[src/sv/mm_pkg.sv]
// Shared types, constants and helpers for the matrix multiply block.
package mm_pkg;

	localparam int MAX_DIM  = 8;
	localparam int IDX_W    = $clog2(MAX_DIM);
	localparam int DIM_W    = $clog2(MAX_DIM + 1);
	localparam int AW       = $clog2(MAX_DIM * MAX_DIM);
	localparam int FLUSH_W  = $clog2(MAX_DIM + 1);
	localparam int FIELD_W  = 3;
	localparam int VAL_W    = 16;
	localparam int PROD_W   = 35;
	localparam int CFG_W    = 4;

	typedef enum logic [1:0] {
		ACT_LOAD_X = 2'd0,
		ACT_LOAD_W = 2'd1,
		ACT_START  = 2'd2,
		ACT_NONE   = 2'd3
	} action_t;

	typedef enum logic [1:0] {
		REG_X_ROWS = 2'd0,
		REG_X_COLS = 2'd1,
		REG_W_ROWS = 2'd2,
		REG_W_COLS = 2'd3
	} reg_idx_t;

	typedef enum logic [2:0] {
		ST_IDLE,
		ST_FEED,
		ST_FLUSH,
		ST_EMIT,
		ST_ERR
	} state_t;

	// one X element travelling down the cell chain
	typedef struct packed {
		logic                    valid;
		logic                    first;
		logic [IDX_W-1:0]        p;
		logic signed [VAL_W-1:0] x;
	} tok_t;

	// zero reads as one, anything above MAX_DIM saturates
	function automatic logic [DIM_W-1:0] dim_used(input logic [CFG_W-1:0] v);
		logic [DIM_W-1:0] d;
		if (v == '0)
			d = DIM_W'(1);
		else if (int'(v) > MAX_DIM)
			d = DIM_W'(MAX_DIM);
		else
			d = DIM_W'(v);
		return d;
	endfunction

endpackage

[src/sv/mm_cell.sv]
// One column cell: holds a column of W and accumulates one dot product.
module mm_cell (
	input  logic                                 clk,
	input  logic                                 arst_n,
	input  mm_pkg::tok_t                         tok_in,
	output mm_pkg::tok_t                         tok_out,
	input  logic                                 w_we,
	input  logic [mm_pkg::IDX_W-1:0]             w_row,
	input  logic signed [mm_pkg::VAL_W-1:0]      w_data,
	output logic signed [mm_pkg::PROD_W-1:0]     acc
);
	import mm_pkg::*;

	logic signed [VAL_W-1:0]   w_q [MAX_DIM];
	logic signed [PROD_W-1:0]  acc_q;
	logic signed [2*VAL_W-1:0] prod;
	tok_t                      tok_q;

	always_ff @(posedge clk) begin
		if (w_we)
			w_q[w_row] <= w_data;
	end

	assign prod = tok_in.x * w_q[tok_in.p];

	always_ff @(posedge clk) begin
		if (tok_in.valid)
			acc_q <= (tok_in.first ? '0 : acc_q) + PROD_W'(prod);
	end

	always_ff @(posedge clk or negedge arst_n) begin
		if (!arst_n) begin
			tok_q <= '0;
		end else begin
			tok_q <= tok_in;
		end
	end

	assign tok_out = tok_q;
	assign acc     = acc_q;

endmodule

[config.mk]
export PLATFORM = sky130hd
export DESIGN_NAME = mm_cell
export DESIGN_NICKNAME = d
export VERILOG_FILES = /design/src/sv/mm_pkg.sv /design/src/sv/mm_cell.sv
export SDC_FILE = /design/constraint.sdc
export NUM_CORES = 1
export LEC_CHECK = 0
export ABC_CLOCK_PERIOD_IN_PS = 9900
export BUFFER_PORTS_ARGS = -buffer_cell sky130_fd_sc_hd__buf_2
export CORE_AREA = 2 2 204 206
export DETAILED_ROUTE_END_ITERATION = 6
export DIE_AREA = 0 0 206 208
export GPL_ROUTABILITY_DRIVEN = 0
export PLACE_DENSITY_LB_ADDON = 0.25
export SLEW_MARGIN = 20
export SYNTH_ARGS = -nofsm -noshare
export SYNTH_HDL_FRONTEND = slang
export SYNTH_SLANG_ARGS = --single-unit
[constraint.sdc]
create_clock -name clk -period 9.9 [get_ports clk]
set_input_delay 1.98 -clock clk [delete_from_list [all_inputs] [get_ports clk]]
set_output_delay 1.98 -clock clk [all_outputs]
set_load 0.02 [all_outputs]
# After elaboration in Yosys (flattened, before gate mapping)
# Memories as Yosys holds them, arrays and structs flattened.
# Cells that the tools add are included.
word_totals:
  output_inout_bits: 56
  word_cells: 11
  regBits: 56
  n_memories: 1
  ram_bits: 128
  in_bits: 43
classes:
  n_mul: 1
  n_addsub: 1
  muxes: 3
mem_list:
  columns: ["memory", "words", "width", "read_ports", "rd_clocked_by_memory_dff", "wr", "line_no", "rtl"]
  rows:
  - ["w_q", 8, 16, 1, 0, 1, "mm_cell.sv:14", "logic signed [VAL_W-1:0] w_q [MAX_DIM];"]
ops:
  columns: ["cell", "n"]
  rows:
  - ["adder 35 bit", 1]
  - ["2-to-1 mux 35 bit", 1]
  - ["multiplier 16 x 16 -> 32 bit", 1]
  - ["2-to-1 mux 1 bit", 2]

# Logic depth before layout (Yosys ltp)
# An unclocked memory read counts as a cell.
depth:
  word_depth: 3
  mapped_depth: 39
  mapped_depth_nobuf: 36

# Worst setup path before layout
# OpenSTA, ideal clock, no wires.
synth_path:
  path_type: "input port to flip-flop"
  from: "input port tok_in[16] (netlist name)"
  to: "register acc_q[33] (netlist: acc[33]), data pin"
  cell_stages: 36
  setup_slack_ns: -0.830
  setup_time_ns: 0.258
  arrival_time_ns: 10.472
  required_ns: 9.642
  n_path_buf: 3
  path_cell_list: "clkbuf_1 buf_2 mux4_2 mux2i_1 clkbuf_1 nor2b_1 fa_1 inv_1 fa_1 fa_1 fa_1 inv_1 fa_1 inv_1 fa_1 inv_1 ha_1 a21o_1 a21o_1 a21oi_1 o32ai_1 o31a_1 o21ai_1 nand2b_1 xor2_1 ha_1 a21o_1 a21o_1 a221oi_1 nor2_1 a211oi_1 o31ai_1 a211oi_1 o21bai_1 a21oi_1 xnor2_1"
synth_between:
  elab_chain_cells: 3
synth_rtl:
  columns: ["item", "line_no", "rtl"]
  rows:
  - ["start, declared", "mm_cell.sv:5", "input mm_pkg::tok_t tok_in,"]
  - ["memory (8 x 16 bit)", null, null]
  - ["multiplier 16 x 16 -> 32 bit", "mm_cell.sv:24", "assign prod = tok_in.x * w_q[tok_in.p];"]
  - ["adder 35 bit", "mm_cell.sv:28", "acc_q <= (tok_in.first ? '0 : acc_q) + PROD_W'(prod);"]
  - ["end signal, assigned", "mm_cell.sv:28", null]
  - ["end, declared", "mm_cell.sv:15", "logic signed [PROD_W-1:0] acc_q;"]
# No other way between the ends.
# A chain may end at the register's enable or synchronous reset.

# Worst setup path in the final report
layout_path:
  from: "input port tok_in[16] (netlist name)"
  to: "register acc_q[34] (netlist: acc[34]), data pin"
# The elaborated chain is that of the path after synthesis.

==> results.yml <==
synth:
  synth-xor-area-share: 0.0333
  synth_compound_area_frac: 0.0585
  yosys_register_bits: 184
  synth.distinct_cells: 55
  yosys.area_share.simple: 0.114
  synth_top_area_cell: "fa_1"
  syn_area_per_cell_sq_um: 11.4
  synthTopCellsByArea: "fa_1 (29%), edfxtp_1 (27%), ha_1 (8.1%)"
  yosysSeqAreaShare: 0.299
  synth.area.mux_share: 0.0498
  yosysMostFrequentCell: "inv_1"
  yosys_warnings: 0
  syn_inst: 1597
  synth.cell_area_sq_um: 18100
  synth_ff_type: "edfxtp_1"
  async_reset_ff_frac: 0.114
  synth_top_family_by_area: "adder cells"
  synth-edff-count: 163
  synth_fa_ha_area_frac: 0.372
  synthTopCellsByCount: "inv_1 (308), fa_1 (263), edfxtp_1 (163), nand2_1 (130)"
  synth_top_area_share: 0.290
  syn-num-nets: 2021
clock_network:
  cts_tree: "yes"
  clockRootBuffer: "clkbuf_16"
  clk-insertion-delay-late_ns: 0.46
  clock-sinks: 184
  cts_hold_buf: 0
  htree_levels: 4
  cts_made_buffers: 17
  clkTransAtPathRegs_ns: 0.08
  clockBufferDepth: 2
worst_setup_path:
  required_ns: 10.11
  crit_path_frequent_cell: "fa_1"
  path_class: "input port to flip-flop"
  critPathMaxFanout: 6
  end_kind: "flip-flop"
  max_stage_delay_ns: 0.54
  critPathLaunchType: "input port"
  slowest_stage: "fa_1"
  arrival_ns: 9.94
floorplan:
  die_w_um: 206
  die_h_um: 208
  rows: 74
  die-area_sq_um: 42800
  core-area_sq_um: 40600
  io_pins: 99
  start_util: 0.447
sta:
  worstMarginPinSlew_ns: 1.04
  fin_crit_ns: 9.73
  rsz0062_at_grt: "yes"
  clock_skew_ns: 0.0180
  fmax_mhz: 103
  final-setup-viol-count: 0
  finalCritPeriodShare: 0.983
  maxSlewHeadroom: 0.302
  hold_viol: 0
  drv_slew: 0
route:
  viasPerCell: 5.08
  vias: 12300
  ant_nets: 0
  firstDrtPassIters: 5
  drcViolationCount: 0
  wl_per_cell_um: 17.0
  routed_wl_um: 41100
  drtIter0Drc: 678
placed_design:
  place_inst: 2361
  port_buffers: 98
  hpwlAfterDp_um: 31700
layout:
  fin_util: 0.540
  diodes: 0
  syn_to_final_growth_pct: 20.7
  nNetsFinal: 2296
  instances_no_fill: 2417
  fillCellCount: 3507
  final_layout_size_suffix_gt1_frac: 0.238
outcome:
  status: "complete, no violations"
global_route:
  grt_max_degree: 37
  grt_pass1_vias: 13700
  grt_antenna_before_repair: 0
  globalRoute.busiestLayer: "met2"
  grt_remaining_overflow: 0
  grt_util_met1: 0.267
  grt_pass1_wl_um: 68500
  grt_usage: 0.205
  groute.layer.met2.usage: 0.354
  use_met3: 0.0280
run:
  maxCapViolations: 0
hold_path:
  hold_class: "flip-flop to flip-flop"
-- routing by layer --
| metal | routed length, um | vias to the layer above |
|---|---|---|
| met2 | 20900 | 285 |
| met3 | 2000 | 56 |
| met4 | 952 | 0 |
| li1 | - | 5670 |
| met5 | 0 | - |
| met1 | 17200 | 6265 |
-- area by class of cell --
type	instances	area, sq um	share of cell area
flip-flops and latches	184	5420	0.248
inverters	308	1160	0.0528
well taps	532	666	0.0304
clock buffers	17	425	0.0194
clock inverters	15	179	0.00818
repair buffers	301	2230	0.102
multi-input cells	1060	11800	0.539
-- cells in the final DEF (no fill, tap or decap), types with 22 or more instances in the layout --
| master | netlist | final |
|---|---|---|
| xnor2_1 | 53 | 51 |
| mux4_2 | 32 | 32 |
| nand2_1 | 130 | 130 |
| nor2_1 | 46 | 43 |
| buf_4 | 0 | 183 |
| and2_1 | 40 | 37 |
| edfxtp_1 | 163 | 163 |
| ha_1 | 118 | 108 |
| inv_1 | 308 | 304 |
| a21oi_1 | 49 | 41 |
| a21o_1 | 27 | 27 |
| nand2b_1 | 22 | 22 |
| buf_2 | 4 | 97 |
| nor2b_1 | 118 | 117 |
| fa_1 | 263 | 258 |
-- final timing paths --
path	startpoint	endpoint	slack, ns	cells past startpoint
max	tok_in[16]	acc[34]$_DFFE_PP_	0.17	38
min	acc[0]$_DFFE_PP_	acc[0]$_DFFE_PP_	0.72	2
max reg2reg	w_q[4][4]$_DFFE_PP_	acc[34]$_DFFE_PP_	1.62	37
min reg2reg	acc[0]$_DFFE_PP_	acc[0]$_DFFE_PP_	0.72	2
max in group asynchronous	arst_n	tok_out[12]$_DFF_PN0_	7.82	1
min in group asynchronous	arst_n	tok_out[5]$_DFF_PN0_	1.60	1
-- state kept, by name (all words and copies together), names as in the netlist --
signal   count
w_q        128
acc         35
tok_out     21
-- through the flow --
| stage | setup slack [ns] | setup TNS (ns) | hold WS, ns | cell area, sq um |
|---|---|---|---|---|
| after detailed placement | -0.415 | -2.39 | 0.720 | 20800 |
| after global placement | -0.283 | -1.11 | 0.686 | 20800 |
| after floorplan | 0.0131 | 0 | 0.809 | 18400 |
| after CTS | 0.0847 | 0 | 0.737 | 21400 |
| final | 0.170 | 0 | 0.716 | 21900 |
| after global routing | -0.150 | -0.295 | 0.759 | 21900 |
-- critical path: cells and delay by family --
family / cells / cell delay (ns)
multiplexers: 2 / 0.79
adder cells (fa/ha/maj): 8 / 3.61
buffers and inverters: 9 / 0.84
XOR/XNOR: 2 / 0.25
AND/OR/NAND/NOR: 11 / 1.20
AO/OA/AOI/OAI: 6 / 1.29
-- logic make-up (layout without fill, tap and decap cells) --
| family | after synthesis | in the layout |
|---|---|---|
| buffers and inverters | 354 | 641 |
| AND/OR/NAND/NOR | 403 | 403 |
| flip-flops | 184 | 184 |
| multiplexers | 49 | 50 |
| XOR/XNOR | 69 | 69 |
| adder cells (fa/ha/maj) | 381 | 381 |
| AO/OA/AOI/OAI | 157 | 157 |
-- what timing repair did --
action | CTS | global route
setup buffers | 0 | 21
gates resized for setup | 0 | 70
endpoints found under the setup margin | 0 | 13
Power is left out: the tool's default activity adds up to more than one toggle a clock period on the data nets, which glitch-free logic cannot reach.
